File: config.mk
export PLATFORM = sky130hd
export DESIGN_NAME = apm_front
export DESIGN_NICKNAME = d
export VERILOG_FILES = /design/src/rtl/apm_pkg.sv /design/src/rtl/apm_front.sv
export SDC_FILE = /design/constraint.sdc
export NUM_CORES = 1
export LEC_CHECK = 0
export ABC_CLOCK_PERIOD_IN_PS = 15400
export BUFFER_PORTS_ARGS = -buffer_cell sky130_fd_sc_hd__buf_2
export CAP_MARGIN = 15
export CORE_ASPECT_RATIO = 2
export CORE_MARGIN = 2
export CORE_UTILIZATION = 64
export DETAILED_ROUTE_END_ITERATION = 7
export GPL_ROUTABILITY_DRIVEN = 0
export GPL_TIMING_DRIVEN = 0
export HOLD_SLACK_MARGIN = 0.12
export PLACE_DENSITY_LB_ADDON = 0.08
export SETUP_SLACK_MARGIN = 0.02
export SYNTH_ARGS = -nofsm -noshare
export SYNTH_HDL_FRONTEND = slang
export SYNTH_SLANG_ARGS = --single-unit
File: constraint.sdc
create_clock -name clk -period 15.4 [get_ports clk]
set_clock_uncertainty 0.1 [all_clocks]
set_input_delay 1.54 -clock clk [delete_from_list [all_inputs] [get_ports clk]]
set_output_delay 1.54 -clock clk [all_outputs]
set_load 0.05 [all_outputs]
File: src/rtl/apm_pkg.sv
package apm_pkg;

	// fixed field widths
	localparam int OUT_W     = 24;
	localparam int COUNT_W   = 32;
	localparam int COEFF_W   = 32;
	localparam int MUL_B_W   = 33;

	// defaults for the top level parameters
	localparam int MAX_BLOCK_DEF   = 4096;
	localparam int SAMPLE_BITS_DEF = 24;
	localparam int QUEUE_DEPTH     = 2;

	localparam logic [COEFF_W-1:0] DECAY_RESET = 32'd4294669052;
	localparam logic [MUL_B_W-1:0] ONE_Q32     = 33'h1_0000_0000;

	// operation codes carried on tuser
	localparam logic OP_SAMPLE  = 1'b0;
	localparam logic OP_SILENCE = 1'b1;

	// back end sequencer states
	typedef enum logic [3:0] {
		ST_IDLE,
		ST_POW,
		ST_POW_ACC,
		ST_POW_SQR,
		ST_DIV,
		ST_PEAK,
		ST_MS_A,
		ST_MS_B,
		ST_SQRT,
		ST_EMIT
	} apm_state_t;

endpackage

File: src/rtl/apm_front.sv
module apm_front #(
	parameter int SAMPLE_BITS = apm_pkg::SAMPLE_BITS_DEF,
	parameter int MAX_BLOCK   = apm_pkg::MAX_BLOCK_DEF,
	parameter int CNT_W       = $clog2(MAX_BLOCK + 1),
	parameter int SUM_W       = 2 * SAMPLE_BITS - 1 + $clog2(MAX_BLOCK),
	parameter int JOB_W       = 1 + apm_pkg::COUNT_W + SUM_W + SAMPLE_BITS
) (
	input  logic                            clk,
	input  logic                            arst_n,
	input  logic                            in_valid,
	output logic                            in_ready,
	input  logic                            operation,
	input  logic signed [SAMPLE_BITS-1:0]   sample,
	input  logic                            block_last,
	input  logic [apm_pkg::COUNT_W-1:0]     silence_count,
	output logic                            job_push,
	output logic [JOB_W-1:0]                job_data,
	input  logic                            job_full
);
	import apm_pkg::*;

	localparam int SQ_W = 2 * SAMPLE_BITS - 1;

	logic [SAMPLE_BITS-1:0] max_q;
	logic [SUM_W-1:0]       sum_q;
	logic [CNT_W-1:0]       cnt_q;

	logic                   accept;
	logic [SAMPLE_BITS-1:0] mag;
	logic [SQ_W-1:0]        sq;
	logic [SUM_W:0]         sum_add;
	logic [SUM_W-1:0]       sum_nxt;
	logic [SAMPLE_BITS-1:0] max_nxt;
	logic [CNT_W-1:0]       cnt_nxt;
	logic                   close;
	logic                   is_sil;

	assign in_ready = !job_full;
	assign accept   = in_valid && in_ready;
	assign is_sil   = (operation == OP_SILENCE);

	// magnitude, square and running sums of the open block
	always_comb begin
		mag     = sample[SAMPLE_BITS-1] ? SAMPLE_BITS'(-sample) : SAMPLE_BITS'(sample);
		sq      = SQ_W'(mag * mag);
		sum_add = (SUM_W + 1)'(sum_q) + (SUM_W + 1)'(sq);
		sum_nxt = sum_add[SUM_W] ? {SUM_W{1'b1}} : sum_add[SUM_W-1:0];
		max_nxt = (mag > max_q) ? mag : max_q;
		cnt_nxt = cnt_q + CNT_W'(1);
		close   = block_last || (cnt_nxt == CNT_W'(MAX_BLOCK));
	end

	// queue a job on block close or on a nonzero silence run
	always_comb begin
		job_push = 1'b0;
		job_data = {max_nxt, sum_nxt, COUNT_W'(cnt_nxt), OP_SAMPLE};
		if (accept) begin
			if (is_sil) begin
				job_push = (silence_count != '0);
				job_data = {{SAMPLE_BITS{1'b0}}, {SUM_W{1'b0}}, silence_count, OP_SILENCE};
			end else begin
				job_push = close;
			end
		end
	end

	// block accumulators
	always_ff @(posedge clk or negedge arst_n) begin
		if (!arst_n) begin
			max_q <= '0;
			sum_q <= '0;
			cnt_q <= '0;
		end else if (accept && !is_sil) begin
			if (close) begin
				max_q <= '0;
				sum_q <= '0;
				cnt_q <= '0;
			end else begin
				max_q <= max_nxt;
				sum_q <= sum_nxt;
				cnt_q <= cnt_nxt;
			end
		end
	end

endmodule

==> flow_summary.yaml <==
die:
  io_pins: 180
  die_w_microns: 143
  design.die.area_sq_um: 40200
  die_h_microns: 281
  design.core.area_sq_um: 37900
  start_util_pct: 65.0
  row_count: 101
drt:
  avgRoutedWirePerCell_microns: 21.9
  drtPass1Iterations: 5
  wirelength_mm: 79.5
  vias: 21911
  via_per_inst: 6.05
  ant_nets: 0
  route.detailed.drc: 0
  drt_iter0_markers: 1507
worst_setup_path:
  reg2reg_slack_ps: 11260
  rr_endpoint: "sum_q[30]"
  cp_slowest_cell: "or4_4"
  worstRegToRegCells: 10
  slowest_delay_ps: 580
  timing.rr.start: "cnt_q[0]"
  path_max_fanout: 10
  critPathKind: "in -> out"
  cp-end-kind: "output port"
  startpoint: "sample[7]"
  crit_top_cell: "fa_1"
  critPathLaunchType: "input port"
  crit_end: "job_data[73]"
  worstPathRequired_ps: 13760
  cp.arrival_ps: 13520
synth:
  ys.flop_type: "dfrtp_1"
  syn-cell-area_sq_um: 24600
  synthArstFlopShare_pct: 100
  yosys_warnings: 0
  avgSynthCellArea_sq_um: 8.44
  netlist_instances: 2919
  yosysSeqAreaShare_pct: 9.75
  yosys.cell_types.count: 77
  yosys_register_bits: 96
  synth_edf_count: 0
timing:
  fin_tns_setup_ps: 0
  fin_crit_ps: 15160
  hold_violations: 0
  fmax_mhz: 66.0
  slew_viol_final: 0
  hold_ws_ps: 392
  finalSetupViolCount: 0
  slew_headroom_pct: 40.0
  post-route-period-util_pct: 98.4
  tightestPinTransition_ps: 897
cts:
  cts_tree: "yes"
  holdBufCountCts: 0
  clock_sinks: 96
  clk_pin_slew_ps: 80
  cts-root-buf: "clkbuf_16"
  clk_latency_ps: 380
  cts_max_level: 3
  cts_buffer_depth: 2
  cts_buffers: 9
min_path:
  hp-class: "reg -> reg"
final_layout:
  multi_input_area_sq_um: 19700
  drive_above_1_share_pct: 10.8
  final_core_util_pct: 71.8
  fillers: 3035
  nNetsFinal: 3882
  area_delta_synth_final_pct: 10.5
  seqCellArea_sq_um: 2400
place:
  dp_hpwl_mm: 65.0
  port_buffers: 178
run:
  max_cap_viol_count: 0
global_routing:
  grt_start_max_net_pins: 67
  grt_pass1_wl_mm: 126
  grt_pass1_vias: 24059
  grt_overflow: 0
  track_usage_pct: 41.6
  antenna_found_initial: 3
status:
  status: "finished clean"
==> cell usage after synthesis, types with 7 or more instances <==
| cell | number | area [sq um] |
|---|---|---|
| nor2b_1 | 8 | 50.1 |
| nand2b_1 | 10 | 62.6 |
| o31ai_1 | 14 | 105 |
| nand2_1 | 292 | 1100 |
| a311oi_1 | 7 | 61.3 |
| o21a_1 | 7 | 52.6 |
| fa_1 | 423 | 8470 |
| clkinv_1 | 9 | 33.8 |
| ha_1 | 242 | 3030 |
| nand3_1 | 25 | 125 |
| o21bai_1 | 13 | 97.6 |
| dfrtp_1 | 96 | 2400 |
| xor2_1 | 59 | 517 |
| buf_2 | 12 | 60.1 |
| nor3_1 | 29 | 145 |
| a21oi_1 | 117 | 586 |
| nand4_1 | 27 | 169 |
| a211oi_1 | 40 | 300 |
| inv_1 | 640 | 2400 |
| a31oi_1 | 17 | 106 |
| and2_1 | 33 | 206 |
| a21o_1 | 87 | 653 |
| o21ai_0 | 110 | 551 |
| a22o_1 | 24 | 210 |
| a41oi_1 | 7 | 61.3 |
| and3_1 | 17 | 106 |
| nor4_1 | 15 | 93.8 |
| clkbuf_1 | 92 | 345 |
| or3_1 | 9 | 56.3 |
| nor2_1 | 274 | 1030 |
| xnor2_1 | 66 | 578 |
==> critical path, delay by kind of cell <==
family,cells,cell delay [ps]
AO/OA/AOI/OAI,11,3330
AND/OR/NAND/NOR,8,2010
XOR/XNOR,3,720
buffers and inverters,9,1840
adder cells (fa/ha/maj),9,4060
==> metrics by stage <==
stage	setup WS (ps)	std cells	area, sq um
6_report	240	3624	27200
4_1_cts	21.1	3609	26900
3_5_place_dp	-2060	3581	26200
5_1_grt	-112	3623	27200
3_3_place_gp	-2130	3575	26200
2_1_floorplan	704	2934	24700
==> how the worst min path moves through the flow <==
stage                          from        end  slack, ps  depth (start not counted)
after floorplan            sum_q[0]   sum_q[0]        350                          2
after global placement    sum_q[16]  sum_q[16]        370                          2
after detailed placement  max_q[20]  max_q[20]        380                          1
after CTS                 sum_q[36]  sum_q[36]        400                          2
after global routing       sum_q[9]   sum_q[9]        410                          2
final                     sum_q[20]  sum_q[20]        390                          2
==> cell type report <==
class | count | area share, %
Tap cell | 463 | 2.13
Timing Repair Buffer | 213 | 4.51
Multi-Input combinational cell | 2076 | 72.5
Sequential cell | 96 | 8.83
Inverter | 653 | 9.09
Buffer | 106 | 1.78
Clock buffer | 9 | 0.828
Clock inverter | 7 | 0.363
Antenna cell | 1 | 0.00920
==> state kept, by name, summed over array words and instances, names as in the netlist <==
| signal | cells |
|---|---|
| sum_q | 59 |
| max_q | 24 |
| cnt_q | 13 |
==> cell usage in the layout (no fill, tap or decap), types with 10 or more instances in the layout <==
cell type and n:
o21bai_1 13, a22o_1 24, clkbuf_1 68, clkbuf_4 11
a21oi_1 114, clkbuf_2 14, ha_1 241, inv_1 636
a31oi_1 12, xor2_1 50, o21ai_0 104, conb_1 17
and3_1 17, buf_2 180, a211oi_1 39, a21o_1 87
fa_1 422, nor4_1 15, nor3_1 28, and2_1 33
nand2b_1 10, xnor2_1 62, nand3_1 25, nor2_1 269
o31ai_1 14, dfrtp_1 96, nand2_1 292, nand4_1 27
buf_4 36
==> routing by layer <==
layer / vias up / global-route usage, % / part of all wire (%)
li1: 9657 / - / -
met1: 10604 / 41.7 / 31
met2: 1168 / 70.7 / 50
met3: 478 / 10.3 / 8.1
met4: 4 / 36.8 / 11
met5: - / 0 / 0.033
==> logic make-up after synthesis <==
logic type | synth area share (%)
and+or+nand+nor | 13.6
buffers and inverters | 11.7
adders and majority gates | 46.7
AOI/OAI and AO/OA | 13.1
xor gates and xnor gates | 4.76
DFF | 9.75
muxes | 0.340
other | 0.0305
==> timing repair <==
| action | in CTS | in global routing |
|---|---|---|
| pin swaps | 8 | 11 |
| hold endpoints to repair | 0 | 0 |
| gates cloned | 0 | 0 |
| setup endpoints to repair | 68 | 59 |
| gates resized for setup | 49 | 78 |
| buffers inserted | 13 | 16 |
Power is not shown: default switching activity piles up to over one toggle a cycle in this logic, so the estimate is an artifact.
