<file path="src/rtl/apm_pkg.sv">
package apm_pkg;

	// fixed field widths
	localparam int OUT_W     = 24;
	localparam int COUNT_W   = 32;
	localparam int COEFF_W   = 32;
	localparam int MUL_B_W   = 33;

	// defaults for the top level parameters
	localparam int MAX_BLOCK_DEF   = 4096;
	localparam int SAMPLE_BITS_DEF = 24;
	localparam int QUEUE_DEPTH     = 2;

	localparam logic [COEFF_W-1:0] DECAY_RESET = 32'd4294669052;
	localparam logic [MUL_B_W-1:0] ONE_Q32     = 33'h1_0000_0000;

	// operation codes carried on tuser
	localparam logic OP_SAMPLE  = 1'b0;
	localparam logic OP_SILENCE = 1'b1;

	// back end sequencer states
	typedef enum logic [3:0] {
		ST_IDLE,
		ST_POW,
		ST_POW_ACC,
		ST_POW_SQR,
		ST_DIV,
		ST_PEAK,
		ST_MS_A,
		ST_MS_B,
		ST_SQRT,
		ST_EMIT
	} apm_state_t;

endpackage

</file>
<file path="src/rtl/apm_fifo.sv">
module apm_fifo #(
	parameter int WIDTH = 8,
	parameter int DEPTH = apm_pkg::QUEUE_DEPTH
) (
	input  logic             clk,
	input  logic             arst_n,
	input  logic             push,
	input  logic [WIDTH-1:0] wdata,
	output logic             full,
	input  logic             pop,
	output logic [WIDTH-1:0] rdata,
	output logic             empty
);
	localparam int PTR_W = (DEPTH > 1) ? $clog2(DEPTH) : 1;
	localparam int FILL_W = $clog2(DEPTH + 1);

	logic [WIDTH-1:0]  mem_q [DEPTH];
	logic [PTR_W-1:0]  wr_q;
	logic [PTR_W-1:0]  rd_q;
	logic [FILL_W-1:0] fill_q;

	assign full  = (fill_q == FILL_W'(DEPTH));
	assign empty = (fill_q == '0);
	assign rdata = mem_q[rd_q];

	// entry storage
	always_ff @(posedge clk) begin
		if (push && !full) begin
			mem_q[wr_q] <= wdata;
		end
	end

	// pointers and fill level
	always_ff @(posedge clk or negedge arst_n) begin
		if (!arst_n) begin
			wr_q   <= '0;
			rd_q   <= '0;
			fill_q <= '0;
		end else begin
			if (push && !full) begin
				wr_q <= (wr_q == PTR_W'(DEPTH - 1)) ? '0 : wr_q + PTR_W'(1);
			end
			if (pop && !empty) begin
				rd_q <= (rd_q == PTR_W'(DEPTH - 1)) ? '0 : rd_q + PTR_W'(1);
			end
			fill_q <= fill_q + FILL_W'(push && !full) - FILL_W'(pop && !empty);
		end
	end

`ifndef SYNTHESIS
	a_no_push_full: assert property (@(posedge clk) disable iff (!arst_n)
		full |=> !(fill_q == '0))
		else $error("queue emptied without a pop");
	a_fill_range: assert property (@(posedge clk) disable iff (!arst_n)
		(pop && !empty && !push) |=> (fill_q == $past(fill_q) - FILL_W'(1)))
		else $error("queue fill level wrong after pop");
`endif

endmodule

</file>
<file path="config.mk">
export PLATFORM = sky130hd
export DESIGN_NAME = apm_fifo
export DESIGN_NICKNAME = d
export VERILOG_FILES = /design/src/rtl/apm_pkg.sv /design/src/rtl/apm_fifo.sv
export SDC_FILE = /design/constraint.sdc
export NUM_CORES = 1
export LEC_CHECK = 0
export BUFFER_PORTS_ARGS = -buffer_cell sky130_fd_sc_hd__buf_2
export CORE_MARGIN = 1.5
export CORE_UTILIZATION = 48
export CTS_CLUSTER_DIAMETER = 80
export DETAILED_ROUTE_END_ITERATION = 10
export GPL_ROUTABILITY_DRIVEN = 0
export PLACE_DENSITY = 0.74
export SLEW_MARGIN = 25
export SYNTH_ARGS = -nofsm -noshare
export SYNTH_HDL_FRONTEND = slang
export SYNTH_SLANG_ARGS = --single-unit
</file>
<file path="constraint.sdc">
create_clock -name clk -period 2 [get_ports clk]
set_input_delay 0.4 -clock clk [delete_from_list [all_inputs] [get_ports clk]]
set_output_delay 0.4 -clock clk [all_outputs]
set_load 0.1 [all_outputs]
</file>
==> metrics.md, run 1 <==
| Metric | Value |
|---|---|
| Ys Warns | 0 |
| Worst Setup Start Kind | flip-flop |
| GRT met1 Usage | 17.0% |
| I/O pins | 22 |
| Busiest grt layer | met2 |
| Mapped Avg Cell Area | 18.2 um2 |
| R2R setup slack | 0.42 ns |
| FP Rows | 14 |
| CTS tree | done |
| Final nets | 84 |
| IO Port Bufs | 21 |
| Initial antenna violation count | 0 |
| Ant diodes | 0 |
| CP required | 1.60 ns |
| Sequential-to-total area share from yosys stat | 74.0% |
| Largest net degree at the start of global routing | 12 |
| DRC | 0 |
| Vias in the first global route | 463 |
| Hold Crit Start | wdata[0] |
| Unique cell type count in the Yosys netlist | 14 |
| CTS Root Cell | clkbuf_4 |
| Multi-input logic area | 190 um2 |
| Die ar. | 1890 um2 |
| Slew Limit Fails | 0 |
| Setup crit end kind | primary output |
| Post-Route WL | 1260 um |
| Layout cell share with drive strength beyond 1 | 52.2% |
| Core ar. | 1520 um2 |
| CTS Buf Count | 3 |
| Register area | 582 um2 |
| Synth top area share | 61.2% |
| Syn nets | 57 |
| Max Fclk | 0.537 GHz |
| Post-route ant nets | 0 |
| Met2 usage | 29.0% |
| Worst path cell trace | mux2_2 > buf_2 |
| CP max-delay cell | dfrtp_2 |
| Post-Synthesis Cells | 43 |
| Sinks on Clock Net | 20 |
| # fillers | 120 |
| HP Class | input port to flip-flop |
| GRT Overall Usage | 15.8% |
| Worst rel slew slack | 67.8% |
| Unrepaired setup endpoints after global routing | no |
| Reg-to-Reg End | fill_q[1] |
| Met3 Use GR | 3.75% |
| Initial core utilization | 51.5% |
| Die Span Y | 43.4 um |
| R2r startpoint | fill_q[1] |
| Final Hold Viols | 0 |
| Final Setup Violations | 0 |
| Bufs on Longest Clock Path | 2 |
| Synthesized area | 785 um2 |
| Critical path class | flip-flop to primary output |
| Post-CTS Setup Inserts | 0 |
| First-pass GRT wire length | 2010 um |
| Max-cap violations | 0 |
| Detailed placement HPWL | 916 um |
| Largest area contributor in the netlist | edfxtp_1 |
| Min cycle time layout | 1.86 ns |
| Hold EP | mem_q[1][0] |
| Synthesis-to-finish area growth | 20.9% |
| Fin util | 62.2% |
| Data arrival time of the worst path | 1.46 ns |
| Detailed-route wire length per cell | 14.8 um |
| Via/cell ratio | 5.18 |
| Slew @ Worst Pin | 0.486 ns |
| Synthesized flop and latch total | 20 |
| CP max FO | 9 |
| Run status | finished clean |
| Hold Path Depth | 1 |
| Reg clk slew, reported paths | 0.10 ns |
| Cells on worst reg2reg path | 7 |
| Fin crit share | 93.1% |
| Clock Latency Late Sink | 0.29 ns |
| Setup TNS | 0 ns |
| DRT iter0 DRCs | 11 |
| CP max stage delay | 0.50 ns |
| Total number of H-tree levels | 1 |
| Die X | 43.4 um |
| Total vias in the final route | 440 |
| Synth top area cells | edfxtp_1, dfrtp_1, mux2_2 |
| Final Skew | 0.00274 ns |
| Overflow after GRT | 0 |
| DRT Pass-1 Iters | 4 |
[cells in the final DEF, fill, tap and decap left out, drive strengths merged]
| cell | count |
|---|---|
| nand2b | 1 |
| inv | 2 |
| nor2b | 1 |
| edfxtp | 16 |
| clkbuf | 4 |
| ha | 2 |
| xor2 | 1 |
| mux2 | 8 |
| and3 | 1 |
| buf | 22 |
| dfrtp | 4 |
| nand2 | 1 |
| dlygate4sd3 | 1 |
| xnor2 | 3 |
| nor2 | 2 |
[per-stage QoR]
| stage | setup slack, ns | area, um2 | hold slack [ns] | std cells |
|---|---|---|---|---|
| after floorplan | 0.102 | 790 | 0.104 | 43 |
| after global routing | 0.0873 | 948 | 0.274 | 85 |
| after detailed placement | 0.377 | 911 | 0.212 | 80 |
| after global placement | 0.374 | 911 | 0.212 | 80 |
| after CTS | 0.0392 | 947 | 0.276 | 85 |
| final | 0.137 | 948 | 0.287 | 85 |
[state kept, by name, summed over array words and instances, names as in the netlist]
signal,cells
wr_q,1
rd_q,1
mem_q,16
fill_q,2
[layout make-up]
| class | instances | area share [%] |
|---|---|---|
| Clock buffer | 4 | 2.77 |
| Inverter | 2 | 0.792 |
| Multi-Input combinational cell | 20 | 20.1 |
| Sequential cell | 20 | 61.3 |
| Tap cell | 16 | 2.11 |
| Timing Repair Buffer | 23 | 12.9 |
[cell usage after synthesis]
| cell | instances |
|---|---|
| nor2_1 | 1 |
| nand2b_1 | 1 |
| nand2_1 | 1 |
| xor2_1 | 1 |
| mux2_2 | 8 |
| nor2b_2 | 1 |
| buf_6 | 1 |
| dfrtp_1 | 4 |
| ha_1 | 2 |
| inv_1 | 2 |
| edfxtp_1 | 16 |
| xnor2_1 | 3 |
| and3_1 | 1 |
| nor2_2 | 1 |
[cell families after synthesis]
logic type / after synthesis / synth area share (%)
XOR/XNOR: 4 / 4.47
adder cells (fa/ha/maj): 2 / 3.19
buffers and inverters: 3 / 2.39
flip-flops: 20 / 74.0
multiplexers: 8 / 11.5
AND/OR/NAND/NOR: 6 / 4.47
[worst max-delay path: cells and delay by family (launching register included)]
kind     cells  cell delay (ns)
flops        1             0.50
buf+inv      1             0.42
mux          1             0.25
[what timing repair did]
item | CTS | global route
hold buffers | 1 | 0
hold endpoints to repair | 4 | 0
resized for setup | 0 | 1
endpoints found under the setup margin | 0 | 1
[worst max path at each step]
stage,startpoint,endpoint,slack [ns],cells past startpoint
2_1_floorplan,fill_q[0],fill_q[1],0.10,7
3_3_place_gp,rd_q,rdata[0],0.37,2
3_5_place_dp,rd_q,rdata[0],0.38,2
4_1_cts,rd_q,rdata[5],0.04,2
5_1_grt,rd_q,rdata[5],0.09,2
6_report,rd_q,rdata[5],0.14,2
[per-layer routing]
layer | up-vias | part of all wire (%)
met5 | - | 0
met4 | 0 | 1.1
met3 | 2 | 3.2
met2 | 11 | 57
met1 | 221 | 39
li1 | 206 | -
Power of run 1 is not shown: default switching activity piles up to over one toggle a cycle in this logic, so the estimate is an artifact.
==> run 2: changes to the inputs <==
==> constraint.sdc (replaced) <==
create_clock -name clk -period 2 [get_ports clk]
set_input_delay 0.1 -clock clk [delete_from_list [all_inputs] [get_ports clk]]
set_output_delay 0.1 -clock clk [all_outputs]
set_load 0.1 [all_outputs]
==> run 2 against run 1 <==
Net effect:
- first-iteration DRC count shrank 9.1%
- non-clock buffer count up 8
- cell count up 9.4%
- worst setup slack better by 0.21 ns
- register-to-register slack about the same
==> metrics.md, run 2 (synthesis gave the netlist of run 1 again) <==
| Metric | Value |
|---|---|
| HP Class | input port to async pin |
| GRT Overall Usage | 15.3% |
| Max reg flops | 16 |
| Detailed-route wire length per cell | 12.7 um |
| Final Setup Violations | 0 |
| Fin crit share | 82.9% |
| Run status | finished clean |
| Post-CTS Resized | 0 |
| CTS Root Cell | clkbuf_4 |
| Min cycle time layout | 1.66 ns |
| Layout cell share with drive strength beyond 1 | 46.8% |
| Register area | 581 um2 |
| IO Port Bufs | 21 |
| Cells on worst reg2reg path | 7 |
| I/O pins | 22 |
| Largest Register | mem_q |
| Most frequent cells in the layout | buf_2, edfxtp_1, dlygate4sd3_1 |
| DRC | 0 |
| Largest net degree at the start of global routing | 12 |
| Most common cell after layout, fill and taps aside | buf_2 |
| CP max-delay cell | dfrtp_1 |
| Die Span Y | 43.4 um |
| CP max FO | 9 |
| Final nets | 92 |
| DRT Pass-1 Iters | 3 |
| Worst path cell trace | mux2_2 > buf_2 |
| Data arrival time of the worst path | 1.56 ns |
| R2R setup slack | 0.41 ns |
| Total number of H-tree levels | 1 |
| Initial core utilization | 51.5% |
| R2r startpoint | fill_q[1] |
| Synthesis-to-finish area growth | 32.2% |
| Clock Latency Late Sink | 0.30 ns |
| # fillers | 109 |
| Post-Route WL | 1180 um |
| Setup TNS | 0 ns |
| Total vias in the final route | 458 |
| CTS tree | done |
| Slew @ Worst Pin | 0.486 ns |
| DRT iter0 DRCs | 10 |
| Bufs on Longest Clock Path | 2 |
| Sinks on Clock Net | 20 |
| Core ar. | 1520 um2 |
| Critical path class | flip-flop to primary output |
| Max-cap violations | 0 |
| Reg clk slew, reported paths | 0.11 ns |
| First-pass GRT wire length | 2040 um |
| Reg-to-Reg End | fill_q[1] |
| Die X | 43.4 um |
| CP max stage delay | 0.58 ns |
| Unrepaired setup endpoints after global routing | no |
| Vias in the first global route | 494 |
| Post-route ant nets | 0 |
| Via/cell ratio | 4.92 |
| CP required | 1.90 ns |
| Place WS | 0.421 ns |
| PnR worst setup slack | 0.343 ns |
| Overflow after GRT | 0 |
| Ant diodes | 0 |
| Slew Limit Fails | 0 |
| CTS Buf Count | 3 |
| Post-CTS Setup Inserts | 0 |
| Top Registers | mem_q (16), fill_q (2) |
| Worst rel slew slack | 67.8% |
| Max Fclk | 0.603 GHz |
| Die ar. | 1890 um2 |
| FP Rows | 14 |
| Worst Setup Start Kind | flip-flop |
| Initial antenna violation count | 0 |
| Final Hold Viols | 0 |
| Final Skew | 0.00640 ns |
| Detailed placement HPWL | 799 um |
| Setup crit end kind | primary output |
| Multi-input logic area | 190 um2 |
-- run 2: layout make-up --
class	instances	share of cell area, %
Sequential cell	20	56.0
Timing Repair Buffer	31	19.5
Multi-Input combinational cell	20	18.3
Clock buffer	4	3.50
Tap cell	16	1.93
Inverter	2	0.724
-- run 2: how the worst max path moves through the flow --
stage | startpoint | endpoint | slack (ns)
after floorplan | fill_q[0] | fill_q[1] | 0.10
after CTS | rd_q | rdata[2] | 0.31
final | rd_q | rdata[0] | 0.34
after global routing | rd_q | rdata[2] | 0.26
after detailed placement | fill_q[0] | fill_q[1] | 0.42
after global placement | fill_q[0] | fill_q[1] | 0.48
-- run 2: critical path, delay by kind of cell (launching register included) --
kind                   cells  cell delay [ns]
muxes                      1             0.38
buffers and inverters      1             0.29
DFF                        1             0.58
-- run 2: what timing repair did --
action,4_1_cts,5_1_grt
endpoints found under the setup margin,0,0
hold buffers,9,0
endpoints found under the hold margin,20,0
-- run 2: layer usage --
layer	vias to the layer above	global-route usage (%)	share of wire, %
met4	0	5.45	1.0
met1	225	17.4	44
met3	2	3.75	3.0
li1	221	-	-
met2	10	27.8	52
met5	-	0	0
-- run 2: through the flow --
stage	util (%)	cell area [um2]	std cells	hold WS (ns)
after global placement	59.8	911	80	-0.0886
final	68.1	1040	93	0.117
after global routing	68.1	1040	93	0.115
after CTS	68.1	1040	93	0.115
after detailed placement	59.8	911	80	-0.0841
after floorplan	-	790	43	-0.196
Power of run 2 is left out for the same reason.
