==> config.mk <==
export PLATFORM = sky130hd
export DESIGN_NAME = apm_back
export DESIGN_NICKNAME = d
export VERILOG_FILES = /design/src/rtl/apm_pkg.sv /design/src/rtl/apm_mul.sv /design/src/rtl/apm_back.sv
export SDC_FILE = /design/constraint.sdc
export NUM_CORES = 2
export LEC_CHECK = 0
export ABC_AREA = 1
export BUFFER_PORTS_ARGS = -buffer_cell sky130_fd_sc_hd__buf_4
export CELL_PAD_IN_SITES_DETAIL_PLACEMENT = 0
export CELL_PAD_IN_SITES_GLOBAL_PLACEMENT = 1
export CORE_UTILIZATION = 54
export CTS_CLUSTER_DIAMETER = 30
export DETAILED_ROUTE_END_ITERATION = 16
export PLACE_DENSITY = 0.88
export REMOVE_ABC_BUFFERS = 1
export SYNTH_ARGS = -nofsm -noshare
export SYNTH_HDL_FRONTEND = slang
export SYNTH_SLANG_ARGS = --single-unit
==> constraint.sdc <==
create_clock -name clk -period 15 [get_ports clk]
set_clock_uncertainty 0.15 [all_clocks]
set_input_delay 3 -clock clk [delete_from_list [all_inputs] [get_ports clk]]
set_output_delay 3 -clock clk [all_outputs]
set_load 0.1 [all_outputs]
==> src/rtl/apm_pkg.sv <==
package apm_pkg;

	// fixed field widths
	localparam int OUT_W     = 24;
	localparam int COUNT_W   = 32;
	localparam int COEFF_W   = 32;
	localparam int MUL_B_W   = 33;

	// defaults for the top level parameters
	localparam int MAX_BLOCK_DEF   = 4096;
	localparam int SAMPLE_BITS_DEF = 24;
	localparam int QUEUE_DEPTH     = 2;

	localparam logic [COEFF_W-1:0] DECAY_RESET = 32'd4294669052;
	localparam logic [MUL_B_W-1:0] ONE_Q32     = 33'h1_0000_0000;

	// operation codes carried on tuser
	localparam logic OP_SAMPLE  = 1'b0;
	localparam logic OP_SILENCE = 1'b1;

	// back end sequencer states
	typedef enum logic [3:0] {
		ST_IDLE,
		ST_POW,
		ST_POW_ACC,
		ST_POW_SQR,
		ST_DIV,
		ST_PEAK,
		ST_MS_A,
		ST_MS_B,
		ST_SQRT,
		ST_EMIT
	} apm_state_t;

endpackage

==> src/rtl/apm_mul.sv <==
module apm_mul #(
	parameter int A_W = 47
) (
	input  logic                          clk,
	input  logic                          arst_n,
	input  logic                          start,
	input  logic [A_W-1:0]                a,
	input  logic [apm_pkg::MUL_B_W-1:0]   b,
	output logic                          done,
	output logic [A_W:0]                  p
);
	import apm_pkg::*;

	localparam int HI_W = A_W - 32;
	localparam int LO_W = 32 + MUL_B_W;

	logic [LO_W-1:0]    lo_s1;
	logic [HI_W-1:0]    hi_s1;
	logic [MUL_B_W-1:0] b_s1;
	logic               v_s1;
	logic [A_W:0]       p_s2;
	logic               v_s2;

	// stage 1: low half product
	always_ff @(posedge clk) begin
		lo_s1 <= LO_W'(a[31:0]) * LO_W'(b);
		hi_s1 <= a[A_W-1:32];
		b_s1  <= b;
	end

	// stage 2: high half product plus carried low part, (a*b)>>32
	always_ff @(posedge clk) begin
		p_s2 <= (A_W + 1)'((A_W + 1)'(hi_s1) * (A_W + 1)'(b_s1)) + (A_W + 1)'(lo_s1 >> 32);
	end

	always_ff @(posedge clk or negedge arst_n) begin
		if (!arst_n) begin
			v_s1 <= 1'b0;
			v_s2 <= 1'b0;
		end else begin
			v_s1 <= start;
			v_s2 <= v_s1;
		end
	end

	assign done = v_s2;
	assign p    = p_s2;

endmodule

==> src/rtl/apm_back.sv <==
module apm_back #(
	parameter int SAMPLE_BITS = apm_pkg::SAMPLE_BITS_DEF,
	parameter int MAX_BLOCK   = apm_pkg::MAX_BLOCK_DEF,
	parameter int CNT_W       = $clog2(MAX_BLOCK + 1),
	parameter int SUM_W       = 2 * SAMPLE_BITS - 1 + $clog2(MAX_BLOCK),
	parameter int JOB_W       = 1 + apm_pkg::COUNT_W + SUM_W + SAMPLE_BITS
) (
	input  logic                         clk,
	input  logic                         arst_n,
	input  logic [apm_pkg::COEFF_W-1:0]  decay_factor,
	input  logic                         job_empty,
	input  logic [JOB_W-1:0]             job_data,
	output logic                         job_pop,
	output logic                         out_valid,
	input  logic                         out_ready,
	output logic [apm_pkg::OUT_W-1:0]    peak_level,
	output logic [apm_pkg::OUT_W-1:0]    rms_level
);
	import apm_pkg::*;

	localparam int MS_W   = 2 * SAMPLE_BITS - 1;
	localparam int A_W    = (MS_W > 32) ? MS_W : 33;
	localparam int RAD_W  = MS_W + (MS_W % 2);
	localparam int H_W    = RAD_W / 2;
	localparam int DC_W   = $clog2(SUM_W + 1);
	localparam int SC_W   = $clog2(H_W + 1);

	apm_state_t state_q, state_nxt;

	// job fields
	logic                   j_sil;
	logic [COUNT_W-1:0]     j_n;
	logic [SUM_W-1:0]       j_sum;
	logic [SAMPLE_BITS-1:0] j_max;

	// sequencer registers
	logic                   is_sil_q;
	logic [CNT_W-1:0]       n_q;
	logic [SAMPLE_BITS-1:0] max_q;
	logic [COEFF_W-1:0]     acc_q;
	logic                   acc_one_q;
	logic [COEFF_W-1:0]     base_q;
	logic [COUNT_W-1:0]     e_q;
	logic [SAMPLE_BITS-1:0] peak_q;
	logic [MS_W-1:0]        ms_q;
	logic [MS_W-1:0]        t1_q;
	logic [SUM_W-1:0]       quo_q;
	logic [CNT_W-1:0]       rem_q;
	logic [DC_W-1:0]        div_cnt_q;
	logic [RAD_W-1:0]       sqx_q;
	logic [H_W+1:0]         sqrem_q;
	logic [H_W-1:0]         root_q;
	logic [SC_W-1:0]        sq_cnt_q;
	logic                   mul_wait_q;
	logic                   out_valid_q;
	logic [OUT_W-1:0]       peak_out_q;
	logic [OUT_W-1:0]       rms_out_q;

	// multiplier hookup
	logic                   mul_start;
	logic [A_W-1:0]         mul_a;
	logic [MUL_B_W-1:0]     mul_b;
	logic                   mul_done;
	logic [A_W:0]           mul_p;

	// step logic
	logic [CNT_W:0]         div_sh;
	logic                   div_bit;
	logic [H_W+3:0]         sq_sh;
	logic [H_W+3:0]         sq_trial;
	logic                   sq_ge;
	logic [SAMPLE_BITS-1:0] decayed;
	logic [MS_W-1:0]        ms_sum;
	logic                   emit_ok;

	assign {j_max, j_sum, j_n, j_sil} = job_data;

	apm_mul #(.A_W(A_W)) u_mul (
		.clk    (clk),
		.arst_n (arst_n),
		.start  (mul_start),
		.a      (mul_a),
		.b      (mul_b),
		.done   (mul_done),
		.p      (mul_p)
	);

	// one divider bit and one root digit per cycle
	always_comb begin
		div_sh   = {rem_q, quo_q[SUM_W-1]};
		div_bit  = (div_sh >= (CNT_W + 1)'(n_q));
		sq_sh    = {sqrem_q, sqx_q[RAD_W-1 -: 2]};
		sq_trial = (H_W + 4)'({root_q, 2'b01});
		sq_ge    = (sq_sh >= sq_trial);
		decayed  = SAMPLE_BITS'(mul_p);
		ms_sum   = t1_q + MS_W'(mul_p);
		emit_ok  = !out_valid_q || out_ready;
	end

	// state register
	always_ff @(posedge clk or negedge arst_n) begin
		if (!arst_n) begin
			state_q <= ST_IDLE;
		end else begin
			state_q <= state_nxt;
		end
	end

	// next state, multiplier requests and operand select
	always_comb begin
		state_nxt = state_q;
		mul_start = 1'b0;
		mul_a     = A_W'(acc_q);
		mul_b     = MUL_B_W'(base_q);
		job_pop   = 1'b0;
		unique case (state_q)
			ST_IDLE: begin
				if (!job_empty) begin
					job_pop   = 1'b1;
					state_nxt = ST_POW;
				end
			end
			ST_POW: begin
				if (e_q == '0) begin
					state_nxt = is_sil_q ? ST_PEAK : ST_DIV;
				end else if (e_q[0]) begin
					state_nxt = ST_POW_ACC;
				end else begin
					state_nxt = ST_POW_SQR;
				end
			end
			ST_POW_ACC: begin
				mul_start = !acc_one_q && !mul_wait_q;
				if (acc_one_q || mul_done) begin
					state_nxt = ST_POW_SQR;
				end
			end
			ST_POW_SQR: begin
				mul_a     = A_W'(base_q);
				mul_start = (e_q[COUNT_W-1:1] != '0) && !mul_wait_q;
				if ((e_q[COUNT_W-1:1] == '0) || mul_done) begin
					state_nxt = ST_POW;
				end
			end
			ST_DIV: begin
				if (div_cnt_q == DC_W'(1)) begin
					state_nxt = ST_PEAK;
				end
			end
			ST_PEAK: begin
				mul_a     = A_W'(peak_q);
				mul_b     = MUL_B_W'(acc_q);
				mul_start = !mul_wait_q;
				if (mul_done) begin
					state_nxt = is_sil_q ? ST_MS_B : ST_MS_A;
				end
			end
			ST_MS_A: begin
				mul_a     = A_W'(quo_q);
				mul_b     = ONE_Q32 - MUL_B_W'(acc_q);
				mul_start = !mul_wait_q;
				if (mul_done) begin
					state_nxt = ST_MS_B;
				end
			end
			ST_MS_B: begin
				mul_a     = A_W'(ms_q);
				mul_b     = MUL_B_W'(acc_q);
				mul_start = !mul_wait_q;
				if (mul_done) begin
					state_nxt = ST_SQRT;
				end
			end
			ST_SQRT: begin
				if (sq_cnt_q == SC_W'(1)) begin
					state_nxt = ST_EMIT;
				end
			end
			ST_EMIT: begin
				if (emit_ok) begin
					state_nxt = ST_IDLE;
				end
			end
			default: begin
				state_nxt = ST_IDLE;
			end
		endcase
	end

	// multiplier handshake and meter state
	always_ff @(posedge clk or negedge arst_n) begin
		if (!arst_n) begin
			mul_wait_q  <= 1'b0;
			peak_q      <= '0;
			ms_q        <= '0;
			out_valid_q <= 1'b0;
		end else begin
			if (mul_start) begin
				mul_wait_q <= 1'b1;
			end else if (mul_done) begin
				mul_wait_q <= 1'b0;
			end
			if (state_q == ST_PEAK && mul_done) begin
				peak_q <= (max_q > decayed) ? max_q : decayed;
			end
			if (state_q == ST_MS_B && mul_done) begin
				ms_q <= ms_sum;
			end
			if (state_q == ST_EMIT && emit_ok) begin
				out_valid_q <= 1'b1;
			end else if (out_ready) begin
				out_valid_q <= 1'b0;
			end
		end
	end

	// datapath work registers
	always_ff @(posedge clk) begin
		case (state_q)
			ST_IDLE: begin
				is_sil_q  <= j_sil;
				n_q       <= CNT_W'(j_n);
				max_q     <= j_max;
				e_q       <= j_n;
				base_q    <= decay_factor;
				acc_q     <= decay_factor;
				acc_one_q <= 1'b1;
				quo_q     <= j_sum;
				rem_q     <= '0;
				div_cnt_q <= DC_W'(SUM_W);
				t1_q      <= '0;
			end
			ST_POW_ACC: begin
				if (acc_one_q) begin
					acc_q     <= base_q;
					acc_one_q <= 1'b0;
				end else if (mul_done) begin
					acc_q <= COEFF_W'(mul_p);
				end
			end
			ST_POW_SQR: begin
				if (e_q[COUNT_W-1:1] == '0) begin
					e_q <= '0;
				end else if (mul_done) begin
					base_q <= COEFF_W'(mul_p);
					e_q    <= e_q >> 1;
				end
			end
			ST_DIV: begin
				rem_q     <= div_bit ? CNT_W'(div_sh - (CNT_W + 1)'(n_q)) : CNT_W'(div_sh);
				quo_q     <= {quo_q[SUM_W-2:0], div_bit};
				div_cnt_q <= div_cnt_q - DC_W'(1);
			end
			ST_MS_A: begin
				if (mul_done) begin
					t1_q <= MS_W'(mul_p);
				end
			end
			ST_MS_B: begin
				sqx_q    <= RAD_W'(ms_sum);
				sqrem_q  <= '0;
				root_q   <= '0;
				sq_cnt_q <= SC_W'(H_W);
			end
			ST_SQRT: begin
				sqx_q    <= sqx_q << 2;
				sqrem_q  <= sq_ge ? (H_W + 2)'(sq_sh - sq_trial) : (H_W + 2)'(sq_sh);
				root_q   <= {root_q[H_W-2:0], sq_ge};
				sq_cnt_q <= sq_cnt_q - SC_W'(1);
			end
			ST_EMIT: begin
				if (emit_ok) begin
					peak_out_q <= OUT_W'(peak_q);
					rms_out_q  <= OUT_W'(root_q);
				end
			end
			default: begin
			end
		endcase
	end

	assign out_valid  = out_valid_q;
	assign peak_level = peak_out_q;
	assign rms_level  = rms_out_q;

`ifndef SYNTHESIS
	a_mul_done_waited: assert property (@(posedge clk) disable iff (!arst_n)
		mul_done |-> mul_wait_q)
		else $error("multiplier result without a request");
	a_div_count: assert property (@(posedge clk) disable iff (!arst_n)
		(state_q == ST_DIV) |-> (div_cnt_q != '0))
		else $error("divider ran past its last bit");
	a_pop_idle: assert property (@(posedge clk) disable iff (!arst_n)
		job_pop |-> (state_q == ST_IDLE && !job_empty))
		else $error("job taken while busy");
`endif

endmodule

==> impl_metrics.toml <==
[status]
status = "complete, no violations"

[die]
fp.coreArea_um2 = 146000
initial_core_util_pct = 54.7
dieArea_um2 = 150000
die_w_um = 387
rows = 140
die_h_um = 387
ios = 202

[min_path]
min_path_type = "flip-flop to flip-flop"
min_path_cells = 0
min-delay-start = "u_mul.v_s1"
min_to = "u_mul.done"

[cts]
cts_buffer_depth = 3
cts_sinks = 618
clkLatencyLatePin_ps = 800
hold_buffers = 0
cts_buffers = 152
cts_tree = "built"
cts_setup_buffers = 0
cts_max_level = 4
clk_pin_slew_ps = 40
cts_resized = 0
cts_root_buf = "clkbuf_16"

[drt]
totalWireLength_um = 283000
ant_nets = 0
via_count = 66900
initialDrtViolationCount = 6431
wl_per_cell_um = 24.4
drcViolationCount = 0
vias_per_cell = 5.77
first_pass_iters = 7

[synth]
synthAdderAreaFrac_pct = 41.6
yosysWarnings = 0
synth.mux.area_fraction_pct = 0
syn_area_per_cell_um2 = 8.47
ys_seq_area_share_pct = 21.1
yosys.cell_types.count = 71
async_reset_ff_share_pct = 12.8
synth-compound-area-share_pct = 7.70
synth_top_family_by_area = "adder cells"
synth_edf_count = 411
ys_seq_elements = 618
synth_cells = 9453
synth_ff_type = "edfxtp_1"
synth-simple-area-share_pct = 16.8
syn_area_um2 = 80100
yosys.area_share.xor_xnor_pct = 1.38

[cells_and_area]
num-nets-final = 11500
fin_cells = 11600
mostFrequentLayoutCell = "inv_1"
fin_area_um2 = 89000
final_cell_mix = "inv_1 (1970), nand2_1 (1939), fa_1 (1359), nor2_1 (1123), ha_1 (491)"
area.growth.synth_to_final_pct = 11.1
drive_above_1_share_pct = 7.51

[sta]
setup_viol_count_final = 0
period_minus_slack_ps = 11670
setup-tns-final_ps = 0
worst_slew_pin_slew_ps = 1270
hold_viol = 0
slew_viol_final = 0
max_freq_mhz = 85.7
fin_crit_sh_pct = 77.8
slew-limit-headroom_pct = 14.6
rsz0062_at_grt = "false"

[setup_path]
required_ps = 15470
reg2reg_to = "u_mul.lo_s1[51]"
rrSetupSlack_ps = 3330
timing.critical_path.slowest_cell_delay_ps = 1280
critPathCaptureType = "flip-flop"
crit_type = "flip-flop to flip-flop"
cp-startpoint = "state_q[0]"
reg2reg_depth = 29
start_kind = "flip-flop"
crit_top_cell = "fa_1"
path_delay_family = "adder cells"
path_buf_inv = 6
cp.arrival_ps = 12140
cp_slowest_cell = "clkinv_1"
rr_startpoint = "state_q[0]"
crit_fanout = 68

[placement]
dpl_cell_area_um2 = 83400
dpl.cell_count = 11300
hpwl_um = 217000
place_congestion = 0.977
portBuffers = 201

[grt]
grt-ovfl-total = 0
antenna_found_initial = 14
grt_use_total_pct = 38.5
grt_pass1_wl_um = 431000
grt_max_degree = 72
grt_pass1_vias = 70000

[run]
maxCapViolations = 0
-- kinds of logic after synthesis --
group / Yosys count
buf+inv: 2387
fa+ha+maj: 1850
flops: 618
simple gates: 3398
compound gates: 1074
xor+xnor: 126
-- through the flow --
stage	utilization [%]	hold slack, ps	setup WS (ps)
global placement	57.0	186	3910
detailed placement	57.0	190	3790
global route	60.8	208	2980
floorplan	-	181	5070
finish	60.8	197	3330
CTS	60.8	198	3690
-- cell type report --
cell class / count / area [um^2]
inverter: 2010 / 7550
fill: 12900 / 57400
antenna: 6 / 15.0
timing repair buffer: 308 / 2310
tap: 1917 / 2400
sequential: 618 / 16900
clock buffer: 177 / 3990
clock inverter: 107 / 1550
multi-input combinational: 6448 / 54300
-- Yosys cell counts, types with 5 or more instances --
cell	n	area, um^2
a221o_1	7	70.1
xnor2_1	50	438
nand3_1	143	716
a31oi_1	95	594
o31ai_1	14	105
clkinv_1	6	22.5
ha_1	491	6140
buf_1	10	37.5
o22ai_1	30	188
edfxtp_1	411	12300
o21ai_2	6	52.6
o311ai_0	13	114
or2_2	26	163
o221ai_1	13	114
o21ai_0	410	2050
nand2_2	17	106
o2111ai_1	6	52.6
a21oi_1	338	1690
inv_1	1975	7410
nor2_1	1130	4240
buf_4	5	37.5
a21boi_0	7	52.6
xor2_1	76	666
buf_2	91	455
o21a_1	36	270
nand2_1	1943	7290
nor4_1	24	150
nor3_1	39	195
clkbuf_1	266	998
nand4_1	32	200
a221oi_1	10	87.6
fa_1	1359	27200
o21bai_1	13	97.6
o211ai_1	16	120
nor2_2	9	56.3
buf_6	5	56.3
dfxtp_1	128	2560
o21ai_1	19	95.1
nand3b_1	15	113
inv_2	26	97.6
dfrtp_1	79	1980
a21o_1	16	120
-- worst max path at each step --
stage                       to  slack, ps  cells after the start
6_report       u_mul.lo_s1[51]       3330                     29
5_1_grt        u_mul.lo_s1[51]       2980                     29
4_1_cts        u_mul.lo_s1[51]       3690                     29
3_5_place_dp   u_mul.lo_s1[55]       3790                     29
3_3_place_gp   u_mul.lo_s1[55]       3910                     29
2_1_floorplan  u_mul.lo_s1[55]       5070                     29
-- per-layer routing --
layer | global-route usage (%) | part of all wire (%) | vias up
li1 | - | - | 29000
met1 | 51.1 | 39 | 33300
met2 | 57.4 | 43 | 3798
met3 | 11.8 | 12 | 752
met4 | 18.5 | 5.5 | 14
met5 | 0.574 | 0.069 | -
-- state kept, by name, summed over array words and instances (netlist names), 4 cells and up --
name,flops
acc_q,32
base_q,32
div_cnt_q,6
e_q,32
max_q,24
ms_q,47
n_q,13
peak_level,24
peak_q,24
quo_q,59
rem_q,13
rms_level,24
root_q,24
sq_cnt_q,5
sqrem_q,26
sqx_q,48
state_q,4
t1_q,47
u_mul.b_s1,33
u_mul.hi_s1,15
u_mul.lo_s1,33
u_mul.p,47
Power is left out: the tool's default activity adds up to more than one toggle a clock period on the data nets, which glitch-free logic cannot reach.
